`src/rtl/tcw_pkg.sv`:
```
// Shared constants and controller/datapath interface types for the text console writer.
package tcw_pkg;

	localparam int COLUMNS_DEF = 80;
	localparam int ROWS_DEF    = 25;

	localparam int CELL_W   = 16;
	localparam int CHAR_W   = 8;
	localparam int COLOR_W  = 4;
	localparam int OPCODE_W = 2;
	localparam int ADDR_W   = 11;
	localparam int CFG_IDX_W = 1;

	localparam logic [OPCODE_W-1:0] OP_PUT   = 2'd0;
	localparam logic [OPCODE_W-1:0] OP_READ  = 2'd1;
	localparam logic [OPCODE_W-1:0] OP_CLEAR = 2'd2;

	localparam logic [CFG_IDX_W-1:0] REG_FOREGROUND = 1'b0;
	localparam logic [CFG_IDX_W-1:0] REG_BACKGROUND = 1'b1;

	localparam logic [COLOR_W-1:0] FG_RESET = 4'h7;
	localparam logic [COLOR_W-1:0] BG_RESET = 4'h0;

	localparam logic [CHAR_W-1:0] CH_BS    = 8'h08;
	localparam logic [CHAR_W-1:0] CH_TAB   = 8'h09;
	localparam logic [CHAR_W-1:0] CH_LF    = 8'h0A;
	localparam logic [CHAR_W-1:0] CH_CR    = 8'h0D;
	localparam logic [CHAR_W-1:0] CH_SPACE = 8'h20;
	localparam logic [CHAR_W-1:0] CH_LAST  = 8'hFF;

	localparam logic [CELL_W-1:0] RESET_CELL = 16'h0720;

	typedef struct packed {
		logic accept;
		logic put;
		logic read;
		logic clear;
		logic fill;
		logic fill_init;
		logic scroll;
		logic emit;
	} cmd_t;

	typedef struct packed {
		logic scroll_need;
		logic scroll_end;
		logic fill_end;
		logic out_valid;
	} stat_t;

endpackage

```
`src/rtl/tcw_ctrl.sv`:
```
// Sequencing state machine for the text console writer.
module tcw_ctrl (
	input  logic                            clk,
	input  logic                            arst_n,
	input  logic                            in_valid,
	output logic                            in_ready,
	input  logic [tcw_pkg::OPCODE_W-1:0]    opcode,
	input  logic                            out_ready,
	input  tcw_pkg::stat_t                  stat,
	output tcw_pkg::cmd_t                   cmd
);

	typedef enum logic [5:0] {
		ST_INIT   = 6'b000001,
		ST_IDLE   = 6'b000010,
		ST_CLEAR  = 6'b000100,
		ST_SCROLL = 6'b001000,
		ST_FILL   = 6'b010000,
		ST_EMIT   = 6'b100000
	} state_t;

	state_t state_q, state_n;

	always_ff @(posedge clk or negedge arst_n) begin
		if (!arst_n) begin
			state_q <= ST_INIT;
		end else begin
			state_q <= state_n;
		end
	end

	always_comb begin
		state_n  = state_q;
		cmd      = '0;
		in_ready = 1'b0;
		case (state_q)
			ST_INIT: begin
				cmd.fill      = 1'b1;
				cmd.fill_init = 1'b1;
				if (stat.fill_end) state_n = ST_IDLE;
			end
			ST_IDLE: begin
				in_ready = 1'b1;
				if (in_valid) begin
					cmd.accept = 1'b1;
					case (opcode)
						tcw_pkg::OP_PUT: begin
							cmd.put = 1'b1;
							state_n = stat.scroll_need ? ST_SCROLL : ST_EMIT;
						end
						tcw_pkg::OP_READ: begin
							cmd.read = 1'b1;
							state_n  = ST_EMIT;
						end
						tcw_pkg::OP_CLEAR: begin
							cmd.clear = 1'b1;
							state_n   = ST_CLEAR;
						end
						default: state_n = ST_EMIT;
					endcase
				end
			end
			ST_CLEAR: begin
				cmd.fill = 1'b1;
				if (stat.fill_end) state_n = ST_EMIT;
			end
			ST_SCROLL: begin
				cmd.scroll = 1'b1;
				// the counter runs on into the blank last row
				if (stat.scroll_end) state_n = ST_FILL;
			end
			ST_FILL: begin
				cmd.fill = 1'b1;
				if (stat.fill_end) state_n = ST_EMIT;
			end
			ST_EMIT: begin
				// hold until the output register is free
				if (!stat.out_valid || out_ready) begin
					cmd.emit = 1'b1;
					state_n  = ST_IDLE;
				end
			end
			default: state_n = ST_INIT;
		endcase
	end

endmodule

```
`config.mk`:
```
export PLATFORM = sky130hd
export DESIGN_NAME = tcw_ctrl
export DESIGN_NICKNAME = d
export VERILOG_FILES = /design/src/rtl/tcw_pkg.sv /design/src/rtl/tcw_ctrl.sv
export SDC_FILE = /design/constraint.sdc
export NUM_CORES = 1
export LEC_CHECK = 0
export BUFFER_PORTS_ARGS = -buffer_cell sky130_fd_sc_hd__buf_2
export CAP_MARGIN = 20
export CORE_AREA = 2 2 39 41
export DETAILED_ROUTE_END_ITERATION = 7
export DIE_AREA = 0 0 41 43
export SLEW_MARGIN = 20
export SYNTH_ARGS = -nofsm -noshare
export SYNTH_HDL_FRONTEND = slang
export SYNTH_SLANG_ARGS = --single-unit
```
`constraint.sdc`:
```
create_clock -name clk -period 2.15 [get_ports clk]
set_clock_uncertainty 0.05 [all_clocks]
set_input_delay 0.215 -clock clk [delete_from_list [all_inputs] [get_ports clk]]
set_output_delay 0.215 -clock clk [all_outputs]
set_load 0.1 [all_outputs]
```
==> run summary, run 1 <==
outcome: finished with violations
violated checks: setup timing
total wire length: 1.33 mm
detailed-route via count: 498
placed cells: 88
DP HPWL: 1.04 mm
Yosys top cell area share: 27.5%
setup TNS: -1.54 ns
Clock transition at path regs: 0.04 ns
vias in the first global route: 495
Cell Count, Final, Fillers Out: 100
max-cap violations: 0
maximum vdd drop: 0.568 mV
Syn Nets: 59
top cells by area, synth: dfrtp_1 28%, dfstp_2 5.8%, o2111ai_4 5.8%
standard-cell row count: 14
detailed-router iteration count before antenna repair: 2
share of cells above drive strength 1: 61.9%
Final Max Tran Viols: 0
Placer Congestion: 0.805
WL/cell: 13.3 um
Synthesis Warnings: 0
# nets final: 95
n_diodes: 0
Post-synth EDFFs: 0
hold crit path type: input pin to flop
GRT Util Overall: 19.0%
sequential-to-total area share from yosys stat: 33.3%
worst reg2reg endpoint: state_q[4]$_DFFE_PN0P_
vias per cell: 4.98
RSZ-0062 raised after global routing: yes
core area: 1380 um^2
die area: 1760 um^2
Tmin final: 2.42 ns
Slew headroom: 68.1%
end of the critical path: cmd[5]
Synth async-reset ratio: 100%
met1 usage in global routing: 23.6%
Worst R2R Path Depth: 6
cts bufs inserted: 3
maximum clock path buffer count: 2
Setup WS post-layout: -0.271 ns
worst path required time: 1.88 ns
height of the die: 43 um
Hold WS: 0.0700 ns
Power, Total: 1.07 mW
Critical Path Sink Type: output pin
R2R Path Start: state_q[3]$_DFFE_PN0P_
M2 GR Usage: 29.7%
clock sinks: 6
critical path arrival: 2.16 ns
CTS HTree Levels: 1
CTS tree: done
Netlist Area Pre-Place: 454 um^2
ys flop type: dfrtp_1
worst-path fanout max: 4
Setup Viol. Count Final: 10
Hold Violations, Final: 0
max FFs per register: 6
Fmax: 0.413 GHz
drt initial violations: 1
Syn-to-layout area delta: 98.3%
port bufs: 18
Slew @ Worst Pin: 0.482 ns
initial antenna violation count: 0
DRC violations left: 0
Synth top cells by count: 5 x dfrtp_1, 5 x nor2_1
largest net degree at the start of global routing: 8
critical path class: flop to output pin
PD cells: 1190 nW/um^2
Synth Register Bits: 6
Yosys top cell by area: dfrtp_1
io pins: 19
critical path launch point: state_q[3]$_DFFE_PN0P_
Gate Count Post-Synth: 49
CP startpoint kind: flop
layer with the highest usage: met2
met3 Resource Use GR: 1.57%
register name with the most flops: state_q
total grt overflow: 0
top flop regs: state_q (6)
first-pass GRT wire length: 2.19 mm
crit share post-route: 113%
die width: 41 um
Routed Antenna Nets: 0
syn_area_per_cell: 9.27 um^2
clock root cell: clkbuf_4
clk_lat worst skew: 0.25 ns
flop-to-flop setup slack: -0.18 ns
Initial Util: 32.8%
synth unique cells: 34
Leak: 0.407 nW
-- final cells by class --
type	instances	area [um^2]
multi-input combinational	38	358
sequential	6	151
tap	16	20.0
fill	105	483
clock buffer	4	26.3
timing repair buffer	33	322
inverter	3	23.8
-- power by group --
part	total, mW	internal [mW]	switching [mW]
registers	0.174	0.144	0.0299
clock network	0.114	0.0705	0.0437
logic	0.783	0.301	0.482
total	1.07	0.516	0.555
-- how the worst min path moves through the flow --
stage               startpoint                endpoint  slack (ns)  cells after the start
floorplan               arst_n  state_q[1]$_DFFE_PN0P_       -0.13                      0
global placement        arst_n  state_q[1]$_DFFE_PN0P_       -0.01                      1
detailed placement      arst_n  state_q[1]$_DFFE_PN0P_      -0.009                      1
CTS                    stat[1]  state_q[0]$_DFFE_PN1P_        0.07                      2
global route           stat[1]  state_q[0]$_DFFE_PN1P_        0.07                      2
finish                 stat[1]  state_q[0]$_DFFE_PN1P_        0.07                      2
-- logic make-up (layout without fill, tap and decap cells) --
kind of cell / count (synthesis) / count (layout) / synth area share, %
and+or+nand+nor: 23 / 23 / 33.1
AOI/OAI and AO/OA: 12 / 12 / 20.7
xor gates and xnor gates: 2 / 2 / 3.86
buffers and inverters: 5 / 40 / 5.78
DFF: 6 / 6 / 33.3
muxes: 1 / 1 / 3.30
-- metrics by stage --
step | utilization, % | instance area, um^2 | setup WS, ns
detailed placement | 56.1 | 776 | -0.0580
CTS | 60.8 | 841 | -0.275
global placement | 56.1 | 776 | -0.0245
floorplan | - | 523 | -0.627
global route | 65.1 | 901 | -0.331
finish | 65.1 | 901 | -0.271
-- layer usage --
metal	vias up	part of all wire, %
li1	253	-
met3	3	2.3
met2	9	56
met5	-	0
met4	0	1.9
met1	233	40
-- cells in the final DEF (no fill, tap or decap), types with 2 or more instances in the layout --
master / instances
buf_2: 11
buf_4: 11
buf_12: 7
dfrtp_1: 5
nor2_1: 4
clkbuf_4: 3
buf_6: 3
o21ai_0: 2
o21ai_1: 2
a21oi_1: 2
-- worst max-delay path: stages (launching register included) --
cell and delay (ns):
dfrtp_1 0.37, or4_4 0.53, or3b_4 0.44, inv_12 0.08
nand2_8 0.05, nor3b_4 0.22, buf_12 0.20
-- what timing repair did --
action                     in CTS  in global routing
pin swaps                       2                  3
hold endpoints to repair        6                  0
setup buffers                   3                  4
resized for setup               2                  6
hold buffers                    1                  0
setup endpoints to repair       5                 11
Note: power is estimated with default switching activity, not from simulation.
==> run 2: changes to the inputs <==
--- a/config.mk
+++ b/config.mk
@@ -7,9 +7,9 @@
 export LEC_CHECK = 0
 export BUFFER_PORTS_ARGS = -buffer_cell sky130_fd_sc_hd__buf_2
 export CAP_MARGIN = 20
-export CORE_AREA = 2 2 39 41
+export CORE_AREA = 2 2 40 42
 export DETAILED_ROUTE_END_ITERATION = 7
-export DIE_AREA = 0 0 41 43
+export DIE_AREA = 0 0 42 44
 export SLEW_MARGIN = 20
 export SYNTH_ARGS = -nofsm -noshare
 export SYNTH_HDL_FRONTEND = slang
==> run summary, run 2 (synthesis gave the netlist of run 1 again) <==
Initial Util: 32.0% (-0.81 points)
CTS tree: done
vias in the first global route: 555 (+12%)
DP HPWL: 1.07 mm (+3.1%)
Setup Viol. Count Final: 10 (unchanged)
worst min-delay path endpoint: state_q[0]$_DFFE_PN1P_
Slew @ Worst Pin: 0.482 ns (+0.000340 ns)
worst hold start: stat[1]
commonest non-fill, non-tap cells in the layout: 11 x buf_2, 10 x buf_4, 7 x buf_12
RSZ-0062 raised after global routing: yes
cts bufs inserted: 3 (unchanged)
clock root cell: clkbuf_4
Fmax: 0.413 GHz (about the same)
worst-path fanout max: 5 (+1)
worst path bufs/invs: 2 (unchanged)
detailed-route via count: 511 (+2.6%)
register name with the most flops: state_q
clock sinks: 6 (unchanged)
Slew headroom: 68.1% (about the same)
fin util: 61.0% (-4.1 points)
worst reg2reg endpoint: state_q[4]$_DFFE_PN0P_
Critical Path Sink Type: output pin
critical path arrival: 2.16 ns (about the same)
Leak: 0.390 nW (-4.1%)
detailed-router iteration count before antenna repair: 3 (+1)
clk_lat worst skew: 0.25 ns (about the same)
first-pass GRT wire length: 2.31 mm (+5.3%)
Clock transition at path regs: 0.05 ns (about the same)
hold crit path type: input pin to flop
vias per cell: 5.21 (+4.7%)
top flop regs: state_q (6)
placed cells: 88 (unchanged)
Critical Path Max Stage Delay: 0.53 ns (about the same)
CP top delay family: simple AND/OR/NAND/NOR gates
Routed Antenna Nets: 0 (unchanged)
maximum clock path buffer count: 2 (unchanged)
crit share post-route: 113% (about the same)
commonest non-fill, non-tap cell in the layout: buf_2
height of the die: 44 um (+2.3%)
initial antenna violation count: 0 (unchanged)
Cell Count, Final, Fillers Out: 98 (-2.0%)
Syn-to-layout area delta: 90.6%
GRT Util Overall: 17.1% (-1.9 points)
io pins: 19 (unchanged)
max FFs per register: 6 (unchanged)
R2R Path Start: state_q[3]$_DFFE_PN0P_
Tmin final: 2.42 ns (-0.000991 ns)
largest net degree at the start of global routing: 8 (unchanged)
standard-cell row count: 14 (unchanged)
worst path required time: 1.88 ns (about the same)
# nets final: 93 (-2.1%)
PD cells: 1250 nW/um^2 (+5.0%)
CP Cell Sequence: or4_4 > or3b_4 > inv_12 > nand2_8 > nor3b_4 > buf_12
share of cells above drive strength 1: 59.8% (-2.1 points)
slowest stage cell, crit path: or4_4
critical path launch point: state_q[3]$_DFFE_PN0P_
hold path cells: 2 (unchanged)
n_diodes: 0 (unchanged)
outcome: finished with violations
flop-to-flop setup slack: -0.18 ns (about the same)
Placer Congestion: 0.778 (-3.3%)
total grt overflow: 0 (unchanged)
max-cap violations: 0 (unchanged)
CP startpoint kind: flop
violated checks: setup timing
CTS HTree Levels: 1 (unchanged)
critical path class: flop to output pin
WL/cell: 14.5 um (+9.4%)
maximum vdd drop: 0.548 mV (-3.6%)
Setup WS post-layout: -0.270 ns (+0.000991 ns)
port bufs: 18 (unchanged)
Final Max Tran Viols: 0 (unchanged)
die width: 42 um (+2.4%)
die area: 1850 um^2 (+4.8%)
core area: 1420 um^2 (+2.5%)
DRC violations left: 0 (unchanged)
total wire length: 1.42 mm (+7.2%)
drt initial violations: 4 (+3)
Worst R2R Path Depth: 6 (unchanged)
Hold Violations, Final: 0 (unchanged)
[run 2: cell count changes in the layout (fill, tap and decap cells not counted), sizes merged]
| cell | before | now |
|---|---|---|
| buf | 32 | 30 |
[run 2: worst max path at each step]
stage | end | slack, ns | cells past startpoint
6_report | cmd[5] | -0.27 | 6
5_1_grt | cmd[5] | -0.32 | 6
3_5_place_dp | cmd[5] | -0.05 | 6
3_3_place_gp | cmd[5] | -0.03 | 6
4_1_cts | cmd[5] | -0.27 | 6
2_1_floorplan | cmd[5] | -0.63 | 6
[run 2: cell type report]
type,instances,area (um^2)
multi-input combinational,38,339
tap,16,20.0
fill,132,553
clock buffer,4,26.3
inverter,3,26.3
timing repair buffer,31,303
sequential,6,151
[run 2: through the flow]
step	setup slack (ns)	hold slack, ns	setup TNS (ns)	power, mW	cell area [um^2]
global route	-0.325	0.0830	-1.94	1.13	866
finish	-0.270	0.0743	-1.52	1.08	866
CTS	-0.268	0.0834	-1.10	1.06	856
detailed placement	-0.0469	-0.00987	-0.0477	0.904	776
global placement	-0.0300	-0.0120	-0.0300	0.895	776
floorplan	-0.627	-0.131	-4.06	0.679	523
[run 2: report_power, final]
group | switching [mW] | internal (mW) | total (mW)
combinational | 0.492 | 0.293 | 0.784
sequential | 0.0328 | 0.144 | 0.177
clock | 0.0486 | 0.0708 | 0.119
total | 0.573 | 0.507 | 1.08
[run 2: timing repair]
action	CTS	global route
hold buffers	1	0
cloned	0	0
pin swaps	1	0
hold endpoints to repair	6	0
buffers inserted	5	1
endpoints found under the setup margin	5	12
gates resized for setup	3	3
[run 2: layer usage]
metal	GRT usage [%]	vias up	wire (um)
met2	34.7	14	814
met5	0	-	0
met3	3.33	2	60
met1	16.4	246	530
met4	7.74	0	15
li1	-	249	-
==> run 3: changes to the inputs <==
--- a/config.mk
+++ b/config.mk
@@ -10,6 +10,8 @@
 export CORE_AREA = 2 2 40 42
 export DETAILED_ROUTE_END_ITERATION = 7
 export DIE_AREA = 0 0 42 44
+export GPL_TIMING_DRIVEN = 1
+export MAX_ROUTING_LAYER = met4
 export SLEW_MARGIN = 20
 export SYNTH_ARGS = -nofsm -noshare
 export SYNTH_HDL_FRONTEND = slang
==> run summary, run 3 (synthesis gave the netlist of run 1 again) <==
outcome: finished with violations
violated checks: setup timing
CTS HTree Levels: 1 (unchanged)
WL/cell: 14.4 um (-0.56%)
core area: 1420 um^2 (unchanged)
PD cells: 1250 nW/um^2 (about the same)
CP startpoint kind: flop
worst path required time: 1.88 ns (about the same)
drt initial violations: 4 (unchanged)
clock root cell: clkbuf_4
first-pass GRT wire length: 2.31 mm (unchanged)
total wire length: 1.41 mm (-0.56%)
RSZ-0062 raised after global routing: yes
commonest non-fill, non-tap cell in the layout: buf_2
placed cells: 88 (unchanged)
max-cap violations: 0 (unchanged)
io pins: 19 (unchanged)
Setup Viol. Count Final: 10 (unchanged)
Routed Antenna Nets: 0 (unchanged)
# nets final: 93 (unchanged)
Clock transition at path regs: 0.05 ns (about the same)
Leak: 0.390 nW (unchanged)
Placer Congestion: 0.789 (+1.4%)
Fmax: 0.413 GHz (about the same)
critical path class: flop to output pin
share of cells above drive strength 1: 59.8% (unchanged)
n_diodes: 0 (unchanged)
commonest non-fill, non-tap cells in the layout: 11 x buf_2, 10 x buf_4, 7 x buf_12
clock sinks: 6 (unchanged)
CTS tree: done
clk_lat worst skew: 0.25 ns (about the same)
Tmin final: 2.42 ns (+0.000834 ns)
Slew @ Worst Pin: 0.482 ns (unchanged)
height of the die: 44 um (unchanged)
Initial Util: 32.0% (unchanged)
critical path arrival: 2.16 ns (about the same)
top flop regs: state_q (6)
Critical Path Sink Type: output pin
Hold Violations, Final: 0 (unchanged)
Slew headroom: 68.1% (unchanged)
register name with the most flops: state_q
vias per cell: 5.21 (unchanged)
DP HPWL: 1.07 mm (unchanged)
hold crit path type: input pin to flop
standard-cell row count: 14 (unchanged)
Cell Count, Final, Fillers Out: 98 (unchanged)
detailed-route via count: 511 (unchanged)
crit share post-route: 113% (about the same)
DRC violations left: 0 (unchanged)
fin util: 61.0% (unchanged)
GRT Util Overall: 17.6% (+0.54 points)
initial antenna violation count: 0 (unchanged)
maximum clock path buffer count: 2 (unchanged)
detailed-router iteration count before antenna repair: 3 (unchanged)
vias in the first global route: 555 (unchanged)
Hold WS: 0.0743 ns (unchanged)
largest net degree at the start of global routing: 8 (unchanged)
total grt overflow: 0 (unchanged)
Final Max Tran Viols: 0 (unchanged)
max FFs per register: 6 (unchanged)
Placed Area: 776 um^2 (unchanged)
die area: 1850 um^2 (unchanged)
die width: 42 um (unchanged)
cts bufs inserted: 3 (unchanged)
maximum vdd drop: 0.548 mV (about the same)
Syn-to-layout area delta: 90.6% (unchanged)
Setup WS post-layout: -0.271 ns (-0.000834 ns)
port bufs: 18 (unchanged)
worst-path fanout max: 5 (unchanged)
final instance area: 866 um^2 (unchanged)
CP Cell Sequence: or4_4 > or3b_4 > inv_12 > nand2_8 > nor3b_4 > buf_12
slowest stage cell, crit path: or4_4
Critical Path Max Stage Delay: 0.53 ns (about the same)
[run 3: routing by layer]
metal | part of all wire [%] | wire (um) | GRT usage [%] | up-vias
met5 | 0 | 0 | - | -
met4 | 1.1 | 15 | 7.74 | 0
met3 | 2.5 | 36 | 1.25 | 2
met2 | 58 | 814 | 34.7 | 14
met1 | 39 | 545 | 17.6 | 246
li1 | - | - | - | 249
[run 3: critical path, delay by kind of cell (launching register included)]
family | cells | cell delay (ns)
and+or+nand+nor | 4 | 1.25
DFF | 1 | 0.37
buffers and inverters | 2 | 0.28
[run 3: power by group]
| group | switching (mW) | internal, mW | total [mW] | leakage (nW) |
|---|---|---|---|---|
| combinational | 0.491 | 0.293 | 0.784 | 0.297 |
| sequential | 0.0328 | 0.144 | 0.177 | 0.0785 |
| clock | 0.0486 | 0.0708 | 0.119 | 0.0150 |
[run 3: worst paths after layout]
path / startpoint / slack, ns / end / depth (start not counted)
max in group asynchronous: arst_n / 1.57 / state_q[0]$_DFFE_PN1P_ / 2
min: stat[1] / 0.07 / state_q[0]$_DFFE_PN1P_ / 2
max reg2reg: state_q[3]$_DFFE_PN0P_ / -0.18 / state_q[4]$_DFFE_PN0P_ / 6
max: state_q[3]$_DFFE_PN0P_ / -0.27 / cmd[5] / 6
min reg2reg: state_q[2]$_DFFE_PN0P_ / 0.62 / state_q[2]$_DFFE_PN0P_ / 2
min in group asynchronous: arst_n / 0.26 / state_q[1]$_DFFE_PN0P_ / 2
[run 3: final cells by class]
type                    instances  area [um^2]
clock buffers                   4         26.3
inverters                       3         26.3
multi-input cells              38          339
flip-flops and latches          6          151
fillers                       132          553
well taps                      16         20.0
repair buffers                 31          303
[run 3: timing repair]
item | 4_1_cts | 5_1_grt
endpoints found under the setup margin | 5 | 12
pin swaps | 1 | 0
hold buffers | 1 | 0
setup buffers | 5 | 1
endpoints found under the hold margin | 6 | 0
gates resized for setup | 3 | 3
[run 3: through the flow]
step	setup TNS, ns	setup slack, ns	total power [mW]
4_1_cts	-1.10	-0.268	1.06
2_1_floorplan	-4.06	-0.627	0.679
3_3_place_gp	-0.0300	-0.0300	0.895
5_1_grt	-1.94	-0.325	1.13
3_5_place_dp	-0.0477	-0.0469	0.904
6_report	-1.52	-0.271	1.08
